===== src/rtl/core/cdd_pkg.sv =====
`timescale 1ns / 1ps

package cdd_pkg;

    localparam int unsigned TYPE_W  = 3;
    localparam int unsigned CNT_W   = 15;
    localparam int unsigned DAY_W   = 5;
    localparam int unsigned MON_W   = 4;
    localparam int unsigned YEAR_W  = 16;
    localparam int unsigned N_W     = 18;   // count * 7 fits in 18 bits
    localparam int unsigned MOD_W   = 9;    // year mod 400
    localparam int unsigned Q_W     = 8;    // floor(year_bits / 400)
    localparam int unsigned SCALE_W = 10;

    // unit codes
    localparam logic [TYPE_W-1:0] REQ_DAY        = 3'd0;
    localparam logic [TYPE_W-1:0] REQ_WEEK       = 3'd1;
    localparam logic [TYPE_W-1:0] REQ_MONTH      = 3'd2;
    localparam logic [TYPE_W-1:0] REQ_YEAR       = 3'd3;
    localparam logic [TYPE_W-1:0] REQ_DECADE     = 3'd4;
    localparam logic [TYPE_W-1:0] REQ_CENTURY    = 3'd5;
    localparam logic [TYPE_W-1:0] REQ_MILLENNIUM = 3'd6;

    localparam logic [MON_W-1:0] MON_JAN = 4'd1;
    localparam logic [MON_W-1:0] MON_DEC = 4'd12;

    localparam logic [DAY_W-1:0] MONTH_DAYS [12] = '{
        5'd31, 5'd28, 5'd31, 5'd30, 5'd31, 5'd30,
        5'd31, 5'd31, 5'd30, 5'd31, 5'd30, 5'd31
    };
    localparam logic [DAY_W-1:0] FEB_LEAP_DAYS = 5'd29;

    localparam logic [MOD_W-1:0]  LEAP_CYCLE  = 9'd400;
    localparam logic [MOD_W-1:0]  WRAP_REM    = 9'd336;  // 65536 mod 400
    localparam logic [MOD_W-1:0]  TOP_REM     = 9'd367;  // 32767 mod 400
    localparam logic [MOD_W-1:0]  CENT_1      = 9'd100;
    localparam logic [MOD_W-1:0]  CENT_2      = 9'd200;
    localparam logic [MOD_W-1:0]  CENT_3      = 9'd300;
    localparam logic [11:0]       MOD_RECIP   = 12'd2622; // ceil(2^16 / 25)
    localparam logic [YEAR_W-1:0] YEAR_MIN    = 16'h8000;

    localparam logic [SCALE_W-1:0] SCALE_YEAR       = 10'd1;
    localparam logic [SCALE_W-1:0] SCALE_DECADE     = 10'd10;
    localparam logic [SCALE_W-1:0] SCALE_CENTURY    = 10'd100;
    localparam logic [SCALE_W-1:0] SCALE_MILLENNIUM = 10'd1000;

    typedef enum logic [2:0] {
        ST_IDLE,
        ST_MOD_Q,
        ST_MOD_R,
        ST_FIX,
        ST_STEP,
        ST_YMUL,
        ST_YSUB,
        ST_DONE
    } t_state;

    typedef enum logic [2:0] {
        OP_NONE,
        OP_LOAD,
        OP_MOD_Q,
        OP_MOD_R,
        OP_FIX,
        OP_STEP,
        OP_YMUL,
        OP_YSUB
    } t_op;

    typedef struct packed {
        t_op  op;
        logic out_load;
    } t_cmd;

    typedef struct packed {
        logic n_zero;
    } t_stat;

    function automatic logic is_leap(input logic [MOD_W-1:0] ymod);
        logic by4;
        by4 = (ymod[1:0] == 2'd0);
        return (ymod == '0) ||
               (by4 && ymod != CENT_1 && ymod != CENT_2 && ymod != CENT_3);
    endfunction

    // month must be 1..12
    function automatic logic [DAY_W-1:0] month_len(input logic [MON_W-1:0] m,
                                                   input logic leap);
        logic [MON_W-1:0] idx;
        idx = m - MON_JAN;
        if (m == 4'd2 && leap)
            return FEB_LEAP_DAYS;
        return MONTH_DAYS[idx];
    endfunction

    function automatic logic [SCALE_W-1:0] year_scale(input logic [TYPE_W-1:0] t);
        logic [SCALE_W-1:0] s;
        case (t)
            REQ_YEAR:    s = SCALE_YEAR;
            REQ_DECADE:  s = SCALE_DECADE;
            REQ_CENTURY: s = SCALE_CENTURY;
            default:     s = SCALE_MILLENNIUM;
        endcase
        return s;
    endfunction

endpackage


===== src/rtl/core/cdd_ctrl.sv =====
`timescale 1ns / 1ps

module cdd_ctrl import cdd_pkg::*; (
    input  logic              i_clk,
    input  logic              i_rst_n,
    input  logic              i_valid,
    input  logic [TYPE_W-1:0] i_req_type,
    input  logic              i_ready,
    input  t_stat             i_stat,
    output logic              o_ready,
    output logic              o_valid,
    output t_cmd              o_cmd
);

    t_state r_state, n_state;
    logic   r_out_valid, n_out_valid;

    always_ff @(posedge i_clk) begin
        if (!i_rst_n) begin
            r_state     <= ST_IDLE;
            r_out_valid <= 1'b0;
        end else begin
            r_state     <= n_state;
            r_out_valid <= n_out_valid;
        end
    end

    always_comb begin
        n_state      = r_state;
        o_cmd.op       = OP_NONE;
        o_cmd.out_load = 1'b0;
        o_ready      = 1'b0;
        unique case (r_state)
            ST_IDLE: begin
                o_ready = 1'b1;
                if (i_valid) begin
                    o_cmd.op = OP_LOAD;
                    unique case (i_req_type) inside
                        REQ_DAY, REQ_WEEK, REQ_MONTH:                  n_state = ST_MOD_Q;
                        REQ_YEAR, REQ_DECADE, REQ_CENTURY, REQ_MILLENNIUM: n_state = ST_YMUL;
                        default:                                       n_state = ST_DONE;
                    endcase
                end
            end
            ST_MOD_Q: begin
                o_cmd.op = OP_MOD_Q;
                n_state  = ST_MOD_R;
            end
            ST_MOD_R: begin
                o_cmd.op = OP_MOD_R;
                n_state  = ST_FIX;
            end
            ST_FIX: begin
                o_cmd.op = OP_FIX;
                n_state  = ST_STEP;
            end
            ST_STEP: begin
                if (i_stat.n_zero)
                    n_state = ST_DONE;
                else
                    o_cmd.op = OP_STEP;
            end
            ST_YMUL: begin
                o_cmd.op = OP_YMUL;
                n_state  = ST_YSUB;
            end
            ST_YSUB: begin
                o_cmd.op = OP_YSUB;
                n_state  = ST_DONE;
            end
            ST_DONE: begin
                if (!r_out_valid || i_ready) begin
                    o_cmd.out_load = 1'b1;
                    n_state        = ST_IDLE;
                end
            end
            default: n_state = ST_IDLE;
        endcase
    end

    always_comb begin
        if (o_cmd.out_load)
            n_out_valid = 1'b1;
        else if (i_ready)
            n_out_valid = 1'b0;
        else
            n_out_valid = r_out_valid;
    end

    assign o_valid = r_out_valid;

    a_no_overwrite: assert property (@(posedge i_clk) disable iff (!i_rst_n)
        o_cmd.out_load |-> (!r_out_valid || i_ready))
        else $error("result register overwritten before transfer");

    a_busy_after_accept: assert property (@(posedge i_clk) disable iff (!i_rst_n)
        (i_valid && o_ready) |=> !o_ready)
        else $error("ready stayed high after an accepted transfer");

    a_done_loads_valid: assert property (@(posedge i_clk) disable iff (!i_rst_n)
        o_cmd.out_load |=> o_valid)
        else $error("result not presented after load");

endmodule


===== src/rtl/core/cdd_dpath.sv =====
`timescale 1ns / 1ps

module cdd_dpath import cdd_pkg::*; (
    input  logic              i_clk,
    input  logic              i_rst_n,
    input  t_cmd              i_cmd,
    input  logic [TYPE_W-1:0] i_req_type,
    input  logic [CNT_W-1:0]  i_unit_count,
    input  logic [DAY_W-1:0]  i_in_day,
    input  logic [MON_W-1:0]  i_in_month,
    input  logic [YEAR_W-1:0] i_in_year,
    output t_stat             o_stat,
    output logic [DAY_W-1:0]  o_day,
    output logic [MON_W-1:0]  o_month,
    output logic [YEAR_W-1:0] o_year
);

    logic [TYPE_W-1:0] r_type;
    logic [CNT_W-1:0]  r_cnt;
    logic [N_W-1:0]    r_n;
    logic [DAY_W-1:0]  r_d;
    logic [MON_W-1:0]  r_m;
    logic [YEAR_W-1:0] r_y;
    logic [MOD_W-1:0]  r_ymod;
    logic [Q_W-1:0]    r_q;
    logic [YEAR_W-1:0] r_prod;
    logic [DAY_W-1:0]  r_out_d;
    logic [MON_W-1:0]  r_out_m;
    logic [YEAR_W-1:0] r_out_y;

    // year mod 400 from the raw 16-bit pattern
    logic [23:0]       q_prod;
    logic [16:0]       rem0, rem1;
    logic [MOD_W-1:0]  rem_u, ymod_init;

    always_comb begin
        q_prod = 24'(r_y[YEAR_W-1:4]) * 24'(MOD_RECIP);
        rem0   = {1'b0, r_y} - (17'(r_q) * 17'(LEAP_CYCLE));
        rem1   = (rem0 >= 17'(LEAP_CYCLE)) ? rem0 - 17'(LEAP_CYCLE) : rem0;
        rem_u  = rem1[MOD_W-1:0];
        // negative years: subtract 65536 mod 400
        if (!r_y[YEAR_W-1])
            ymod_init = rem_u;
        else if (rem_u >= WRAP_REM)
            ymod_init = rem_u - WRAP_REM;
        else
            ymod_init = rem_u + (LEAP_CYCLE - WRAP_REM);
    end

    // range correction of the start date
    logic [MON_W-1:0] fix_m;
    logic [DAY_W-1:0] fix_len, fix_d;
    logic [N_W-1:0]   cnt_ext, fix_n;

    always_comb begin
        if (r_m == '0)
            fix_m = MON_JAN;
        else if (r_m > MON_DEC)
            fix_m = MON_DEC;
        else
            fix_m = r_m;
        fix_len = month_len(fix_m, is_leap(r_ymod));
        if (r_d == '0)
            fix_d = DAY_W'(1);
        else if (r_d > fix_len)
            fix_d = fix_len;
        else
            fix_d = r_d;
        cnt_ext = N_W'(r_cnt);
        fix_n   = (r_type == REQ_WEEK) ? (cnt_ext << 3) - cnt_ext : cnt_ext;
    end

    // one step back to the previous month; February never coincides with a
    // year change, so the current leap flag serves the new month
    logic [MON_W-1:0]  prev_m;
    logic [YEAR_W-1:0] prev_y;
    logic [MOD_W-1:0]  prev_ymod;
    logic [DAY_W-1:0]  prev_len;
    logic              n_below_d;

    always_comb begin
        if (r_m == MON_JAN) begin
            prev_m = MON_DEC;
            prev_y = r_y - YEAR_W'(1);
            if (r_y == YEAR_MIN)
                prev_ymod = TOP_REM;
            else if (r_ymod == '0)
                prev_ymod = LEAP_CYCLE - MOD_W'(1);
            else
                prev_ymod = r_ymod - MOD_W'(1);
        end else begin
            prev_m    = r_m - MON_W'(1);
            prev_y    = r_y;
            prev_ymod = r_ymod;
        end
        prev_len  = month_len(prev_m, is_leap(r_ymod));
        n_below_d = (r_n < N_W'(r_d));
    end

    always_ff @(posedge i_clk) begin
        case (i_cmd.op)
            OP_LOAD: begin
                r_type <= i_req_type;
                r_cnt  <= i_unit_count;
                r_d    <= i_in_day;
                r_m    <= i_in_month;
                r_y    <= i_in_year;
                r_n    <= '0;
            end
            OP_MOD_Q: r_q    <= q_prod[23:16];
            OP_MOD_R: r_ymod <= ymod_init;
            OP_FIX: begin
                r_m <= fix_m;
                r_d <= fix_d;
                r_n <= fix_n;
            end
            OP_STEP: begin
                if (r_type == REQ_MONTH) begin
                    r_n    <= r_n - N_W'(1);
                    r_m    <= prev_m;
                    r_y    <= prev_y;
                    r_ymod <= prev_ymod;
                    r_d    <= (r_d > prev_len) ? prev_len : r_d;
                end else if (n_below_d) begin
                    r_d <= r_d - r_n[DAY_W-1:0];
                    r_n <= '0;
                end else begin
                    r_n    <= r_n - N_W'(r_d);
                    r_m    <= prev_m;
                    r_y    <= prev_y;
                    r_ymod <= prev_ymod;
                    r_d    <= prev_len;
                end
            end
            OP_YMUL: r_prod <= YEAR_W'(25'(r_cnt) * 25'(year_scale(r_type)));
            OP_YSUB: r_y    <= r_y - r_prod;
            default: ;
        endcase
        if (i_cmd.out_load) begin
            r_out_d <= r_d;
            r_out_m <= r_m;
            r_out_y <= r_y;
        end
    end

    assign o_stat.n_zero = (r_n == '0);
    assign o_day   = r_out_d;
    assign o_month = r_out_m;
    assign o_year  = r_out_y;

    a_fix_range: assert property (@(posedge i_clk) disable iff (!i_rst_n)
        i_cmd.op == OP_FIX |=> (r_m >= MON_JAN && r_m <= MON_DEC && r_d != '0))
        else $error("start date out of range after correction");

    a_ymod_range: assert property (@(posedge i_clk) disable iff (!i_rst_n)
        (i_cmd.op == OP_MOD_R || i_cmd.op == OP_STEP) |=> (r_ymod < LEAP_CYCLE))
        else $error("year residue out of range");

    a_step_day_valid: assert property (@(posedge i_clk) disable iff (!i_rst_n)
        i_cmd.op == OP_STEP |=> (r_d != '0 && r_d <= month_len(r_m, is_leap(r_ymod))))
        else $error("day outside month after step");

endmodule


===== src/rtl/core/calendar_date_decrement_top.sv =====
`timescale 1ns / 1ps

// channel  | valid   | ready   | payload
// ---------+---------+---------+----------------------------------------------------
// request  | i_valid | o_ready | i_req_type, i_unit_count, i_in_day, i_in_month, i_in_year
// result   | o_valid | i_ready | o_out_day, o_out_month, o_out_year
//
// Day, week and month requests take the year residue mod 400, correct the start date and
// then run the step loop, which steps back a whole month at a time and then takes the
// remainder from the day; month requests step back one month at a time. Year-type requests
// multiply and subtract, and an unused code goes straight to the result. A new request is
// taken while the last result waits in the output register; a finished one holds until that
// register frees. Synchronous active-low reset, no clearing pass.

module calendar_date_decrement_top import cdd_pkg::*; (
    input  logic                     i_clk,
    input  logic                     i_rst_n,
    input  logic                     i_valid,
    output logic                     o_ready,
    input  logic [TYPE_W-1:0]        i_req_type,
    input  logic [CNT_W-1:0]         i_unit_count,
    input  logic [DAY_W-1:0]         i_in_day,
    input  logic [MON_W-1:0]         i_in_month,
    input  logic signed [YEAR_W-1:0] i_in_year,
    output logic                     o_valid,
    input  logic                     i_ready,
    output logic [DAY_W-1:0]         o_out_day,
    output logic [MON_W-1:0]         o_out_month,
    output logic signed [YEAR_W-1:0] o_out_year
);

    t_cmd              cmd;
    t_stat             stat;
    logic [YEAR_W-1:0] year_q;

    cdd_ctrl u_ctrl (
        .i_clk      (i_clk),
        .i_rst_n    (i_rst_n),
        .i_valid    (i_valid),
        .i_req_type (i_req_type),
        .i_ready    (i_ready),
        .i_stat     (stat),
        .o_ready    (o_ready),
        .o_valid    (o_valid),
        .o_cmd      (cmd)
    );

    cdd_dpath u_dpath (
        .i_clk        (i_clk),
        .i_rst_n      (i_rst_n),
        .i_cmd        (cmd),
        .i_req_type   (i_req_type),
        .i_unit_count (i_unit_count),
        .i_in_day     (i_in_day),
        .i_in_month   (i_in_month),
        .i_in_year    (YEAR_W'(unsigned'(i_in_year))),
        .o_stat       (stat),
        .o_day        (o_out_day),
        .o_month      (o_out_month),
        .o_year       (year_q)
    );

    assign o_out_year = signed'(year_q);

endmodule


===== config.mk =====
export PLATFORM = sky130hd
export DESIGN_NAME = calendar_date_decrement_top
export DESIGN_NICKNAME = d
export VERILOG_FILES = /design/src/rtl/core/cdd_pkg.sv /design/src/rtl/core/cdd_ctrl.sv /design/src/rtl/core/cdd_dpath.sv /design/src/rtl/core/calendar_date_decrement_top.sv
export SDC_FILE = /design/constraint.sdc
export NUM_CORES = 1
export LEC_CHECK = 0
export BUFFER_PORTS_ARGS = -buffer_cell sky130_fd_sc_hd__buf_2
export CAP_MARGIN = 20
export CORE_MARGIN = 2
export CORE_UTILIZATION = 30
export CTS_CLUSTER_SIZE = 10
export DETAILED_ROUTE_END_ITERATION = 8
export GPL_TIMING_DRIVEN = 1
export PLACE_DENSITY_LB_ADDON = 0.3
export SETUP_SLACK_MARGIN = 0.1
export SYNTH_ARGS = -nofsm -noshare
export SYNTH_HDL_FRONTEND = slang
export SYNTH_SLANG_ARGS = --single-unit

===== constraint.sdc =====
create_clock -name i_clk -period 6.4 [get_ports i_clk]
set_input_delay 0.32 -clock i_clk [delete_from_list [all_inputs] [get_ports i_clk]]
set_output_delay 0.32 -clock i_clk [all_outputs]
set_load 0.1 [all_outputs]

==> flow_metrics.tcl, run 1 <==
set metrics [dict create \
    max_freq_mhz 167 \
    worstHoldStart "i_unit_count[9]" \
    rows 80 \
    required_ps 6590 \
    hold_viol_final 0 \
    routedWlPerCell_um 15.8 \
    path_max_fanout 4 \
    max_stage_delay_ps 490 \
    clk_pin_slew_ps 60 \
    tns_ps 0 \
    area_growth_pct 13.3 \
    cts_buffer_depth 2 \
    core_area_sq_um 47700 \
    final_cell_mix "220 x ha_1, 211 x inv_1, 119 x nand2_1, 119 x edfxtp_1, 112 x nor2_1" \
    hp-class "input pin to flop" \
    antenna_found_initial 0 \
    max_slew_margin 0.352 \
    synth_flop_cell "edfxtp_1" \
    crit-reg2reg-capture "u_dpath.r_ymod[5]" \
    critPathSlowestCell "fa_1" \
    cts_buffers 17 \
    period_share 0.936 \
    cp-endpoint "u_dpath.r_ymod[5]" \
    synth_edf_count 119 \
    io_pins 74 \
    cts.htree.levels 4 \
    dieArea_sq_um 50200 \
    worst_skew_pair.late_latency_ps 450 \
    diodes 0 \
    async_flop_share 0 \
    synth_nets 1895 \
    syn_area_per_cell_sq_um 9.57 \
    cts_tree "yes" \
    rr_worst_depth 26 \
    r2r-start "u_dpath.r_q[2]" \
    criticalPathCategory "flop to flop" \
    io_buffers 73 \
    ant_nets 0 \
    layout_commonest_cell "ha_1" \
    regToRegSetupSlack_ps 410 \
    tightest_slew_ps 972 \
    die_h_um 224 \
    die_w_um 224 \
    grt_pass1_vias 11200 \
    viasPerCell 5.01 \
    synth_cell_type_count 84 \
    drt-total-wl_um 35200 \
    seq_area_frac_synth 0.252 \
    initial_core_util 0.304 \
    fillers 4858 \
    finClkSkew_ps 12.5 \
    grt_pass1_wl_um 57600 \
    place_inst 2199 \
    cp-end-kind "flop" \
    crit_path_start "u_dpath.r_q[2]" \
    numClockSinks 123 \
    grt_max_degree 37 \
    vias 11200 \
    outcome "finished clean" \
    period_minus_slack_ps 5990 \
    drt-met1-wl_um 16700 \
    setup_viol 0 \
    cts_root_buf "clkbuf_16" \
    drive_gt1_frac 0.115 \
    finalWeightedCongestion 0.886 \
    cp_common_cell "ha_1" \
    top_layer "met4" \
    drt-initial-drc-count 643 \
    grt_use_total 0.144 \
    synth-seq-cells 123 \
    syn_area_sq_um 14500 \
    design.final.nets 1987 \
    synthCells 1517 \
    route.met2.wl_um 17100 \
    arrival_ps 6190 \
    rsz0062_at_grt "true" \
    firstDrtPassIters 5 \
    dp_hpwl_um 28100 \
    drv_slew 0 \
    yosysWarnings 0 \
    grt_overflow_total 0 \
    dr_wl_met3_um 959 \
    drc 0 \
    drv_cap 0 \
    start_kind "flop" \
    instances_no_fill 2237 \
]
[repair_timing]
action | CTS | global route
resized for setup | 0 | 25
setup endpoints to repair | 0 | 6
setup buffers | 0 | 6
hold buffers | 0 | 0
[worst max-delay path, delay by kind of cell, from the launching register on]
kind                     cells  cell delay (ps)
buffers and inverters        1               90
flip-flops                   1              430
AO/OA/AOI/OAI               10             1320
adder cells (fa/ha/maj)      6             2010
multiplexers                 2              490
AND/OR/NAND/NOR              5             1050
XOR/XNOR                     2              330
[how the worst min path moves through the flow]
stage	end	depth (start not counted)
4_1_cts	u_dpath.r_cnt[9]	1
2_1_floorplan	u_dpath.r_cnt[0]	0
6_report	u_dpath.r_cnt[9]	1
3_3_place_gp	u_dpath.r_cnt[3]	1
5_1_grt	u_dpath.r_cnt[11]	1
3_5_place_dp	u_dpath.r_cnt[9]	1
[cell type report]
type / count / area (sq um) / area share
sequential: 123 / 3650 / 0.222
inverter: 213 / 800 / 0.0486
multi-input combinational: 1146 / 10000 / 0.610
clock inverter: 9 / 100 / 0.00609
timing repair buffer: 108 / 628 / 0.0382
clock buffer: 23 / 468 / 0.0285
tap: 615 / 769 / 0.0468
[per-stage QoR]
step	setup slack, ps	utilization	instance area [sq um]	hold WS, ps
detailed placement	135	0.329	15700	498
finish	409	0.344	16400	48.9
CTS	109	0.341	16300	23.9
global route	12.3	0.344	16400	25.9
floorplan	532	-	14500	419
global placement	268	0.329	15700	496
[flip-flops by register name, summed over array words and instances (netlist names), 4 cells and up]
name,flops
u_dpath.o_day,5
u_dpath.o_month,4
u_dpath.o_year,16
u_dpath.r_cnt,15
u_dpath.r_d,5
u_dpath.r_m,4
u_dpath.r_n,18
u_dpath.r_prod,16
u_dpath.r_q,8
u_dpath.r_y,16
u_dpath.r_ymod,9
[logic make-up (layout without fill, tap and decap cells)]
logic type | after synthesis | in the layout | share of synthesized area
AND/OR/NAND/NOR | 413 | 413 | 0.139
adder cells (fa/ha/maj) | 331 | 331 | 0.341
multiplexers | 9 | 9 | 0.00629
flip-flops | 123 | 123 | 0.252
buffers and inverters | 248 | 353 | 0.0668
XOR/XNOR | 100 | 100 | 0.0614
AO/OA/AOI/OAI | 293 | 293 | 0.133
[layer usage]
layer | global-route usage | up-vias
li1 | - | 5473
met4 | 0.0316 | 0
met5 | 0 | -
met3 | 0.0254 | 30
met2 | 0.245 | 176
met1 | 0.192 | 5535
[synth_stat cells, types with 3 or more instances]
master | instances | share of area
o21ai_1 | 7 | 0.0024
inv_1 | 213 | 0.055
and2_1 | 10 | 0.0043
nor2_1 | 114 | 0.029
clkbuf_1 | 26 | 0.0067
o21ai_0 | 59 | 0.020
a311oi_1 | 3 | 0.0018
o22ai_1 | 17 | 0.0073
or4_1 | 5 | 0.0026
buf_4 | 5 | 0.0026
a21o_1 | 17 | 0.0088
nor3b_1 | 4 | 0.0021
nor4_1 | 7 | 0.0030
and4_1 | 3 | 0.0018
ha_1 | 223 | 0.19
edfxtp_1 | 119 | 0.25
a21oi_1 | 71 | 0.024
o2111ai_1 | 4 | 0.0024
a31oi_1 | 13 | 0.0056
nand3_1 | 26 | 0.0090
o31a_1 | 4 | 0.0024
xor2_1 | 29 | 0.017
nor4bb_1 | 3 | 0.0021
nor2b_1 | 16 | 0.0069
or3_1 | 8 | 0.0034
or2_2 | 6 | 0.0026
nor3_1 | 42 | 0.014
nand2b_1 | 16 | 0.0069
xnor2_1 | 69 | 0.042
o41ai_1 | 3 | 0.0018
mux2i_1 | 8 | 0.0055
a211oi_1 | 11 | 0.0057
a41oi_1 | 6 | 0.0036
and3_1 | 8 | 0.0034
nand4_1 | 8 | 0.0034
a21boi_0 | 9 | 0.0047
o211ai_1 | 7 | 0.0036
o21bai_1 | 10 | 0.0052
o31ai_1 | 12 | 0.0062
dfxtp_1 | 4 | 0.0055
o21a_1 | 11 | 0.0057
fa_1 | 108 | 0.15
nand2_1 | 119 | 0.031
Power of run 1 is left out: the tool's default activity adds up to more than one toggle a clock period on the data nets, which glitch-free logic cannot reach.
==> run 2, diff against run 1 <==
==> constraint.sdc (replaced) <==
create_clock -name i_clk -period 7.6 [get_ports i_clk]
set_input_delay 0.38 -clock i_clk [delete_from_list [all_inputs] [get_ports i_clk]]
set_output_delay 0.38 -clock i_clk [all_outputs]
set_load 0.1 [all_outputs]
==> flow_metrics.tcl, run 2 (synthesized netlist as in run 1, its figures left out) <==
set metrics [dict create \
    outcome "finished clean" \
    area_growth_pct 11.6 \
    rows 80 \
    crit_buf_inv 1 \
    required_ps 7770 \
    critPathSlowestCell "nor3_4" \
    cts.htree.levels 4 \
    numClockSinks 123 \
    path_max_fanout 14 \
    hp-class "input pin to flop" \
    cts_root_buf "clkbuf_16" \
    regMostFlops "u_dpath.r_n" \
    crit_path_start "u_dpath.r_q[2]" \
    dieArea_sq_um 50200 \
    grt_max_degree 37 \
    dr_wl_met3_um 1110 \
    arrival_ps 7010 \
    crit-reg2reg-capture "u_dpath.r_ymod[5]" \
    rr_worst_depth 26 \
    grt_use_total 0.143 \
    io_buffers 73 \
    drc 0 \
    worst_skew_pair.late_latency_ps 430 \
    drt-initial-drc-count 620 \
    io_pins 74 \
    finClkSkew_ps 8.26 \
    cp_num_cells 26 \
    layout_commonest_cell "ha_1" \
    cts_resized 0 \
    die_h_um 224 \
    crit_family "adder cells" \
    cts_tree "yes" \
    cts_buffer_depth 2 \
    finalWeightedCongestion 0.889 \
    cp-end-kind "flop" \
    worstHoldStart "i_unit_count[1]" \
    hold_viol_final 0 \
    cp_common_cell "ha_1" \
    grt_overflow_total 0 \
    cp-endpoint "u_dpath.r_ymod[5]" \
    cts_buffers 17 \
    final_cell_mix "223 x ha_1, 213 x inv_1, 119 x nand2_1, 119 x edfxtp_1, 113 x nor2_1" \
    drv_cap 0 \
    regToRegSetupSlack_ps 760 \
    vias 11000 \
    rsz0062_at_grt "false" \
    design.final.nets 1966 \
    routedWlPerCell_um 15.7 \
    tightest_slew_ps 1010 \
    largest_register_ffs 18 \
    start_kind "flop" \
    criticalPathCategory "flop to flop" \
    route.met2.wl_um 16700 \
    whs_ps 125 \
    max_stage_delay_ps 550 \
    die_w_um 224 \
    antenna_found_initial 0 \
    period_minus_slack_ps 6840 \
    drv_slew 0 \
    initial_core_util 0.304 \
    postCtsHoldBufs 0 \
    dp_hpwl_um 28000 \
    grt_pass1_vias 10900 \
    firstDrtPassIters 5 \
    postCtsSetupRepairBufs 0 \
    max_freq_mhz 146 \
    period_share 0.900 \
    worst_slack_ps 761 \
    tns_ps 0 \
    clk_pin_slew_ps 60 \
    viasPerCell 4.99 \
    drive_gt1_frac 0.0925 \
    drt-met1-wl_um 16500 \
    r2r-start "u_dpath.r_q[2]" \
    core_area_sq_um 47700 \
    max_slew_margin 0.326 \
    setup_viol 0 \
    ant_nets 0 \
    grt_pass1_wl_um 57300 \
    place_ws_ps 867 \
    drt-total-wl_um 34800 \
    diodes 0 \
    top_layer "met4" \
]
[run 2: final cells by class]
cell class                 count  area (sq um)
clock buffer                  17           425
clock inverter                14           170
fill                        4893         31500
inverter                     213           800
multi-input combinational   1146          9910
sequential                   123          3650
tap                          615           769
timing repair buffer          87           470
[run 2: through the flow]
step	utilization	instances	area [sq um]
3_5_place_dp	0.327	2184	15600
3_3_place_gp	0.327	2184	15600
5_1_grt	0.339	2215	16200
4_1_cts	0.339	2215	16200
6_report	0.339	2215	16200
2_1_floorplan	-	1517	14500
[run 2: routing by layer]
metal | vias up | track usage
li1 | 5423 | -
met1 | 5372 | 0.195
met2 | 214 | 0.239
met3 | 39 | 0.0193
met4 | 0 | 0.0385
met5 | - | 0
[run 2: worst min path at each step]
stage,end,slack [ps],cells past startpoint
6_report,u_dpath.r_cnt[1],130,1
5_1_grt,u_dpath.r_cnt[3],100,1
3_3_place_gp,u_dpath.o_day[4],510,0
2_1_floorplan,u_dpath.o_month[3],420,0
3_5_place_dp,u_dpath.o_day[4],500,0
4_1_cts,u_dpath.r_cnt[3],100,1
Power of run 2 is left out for the same reason.
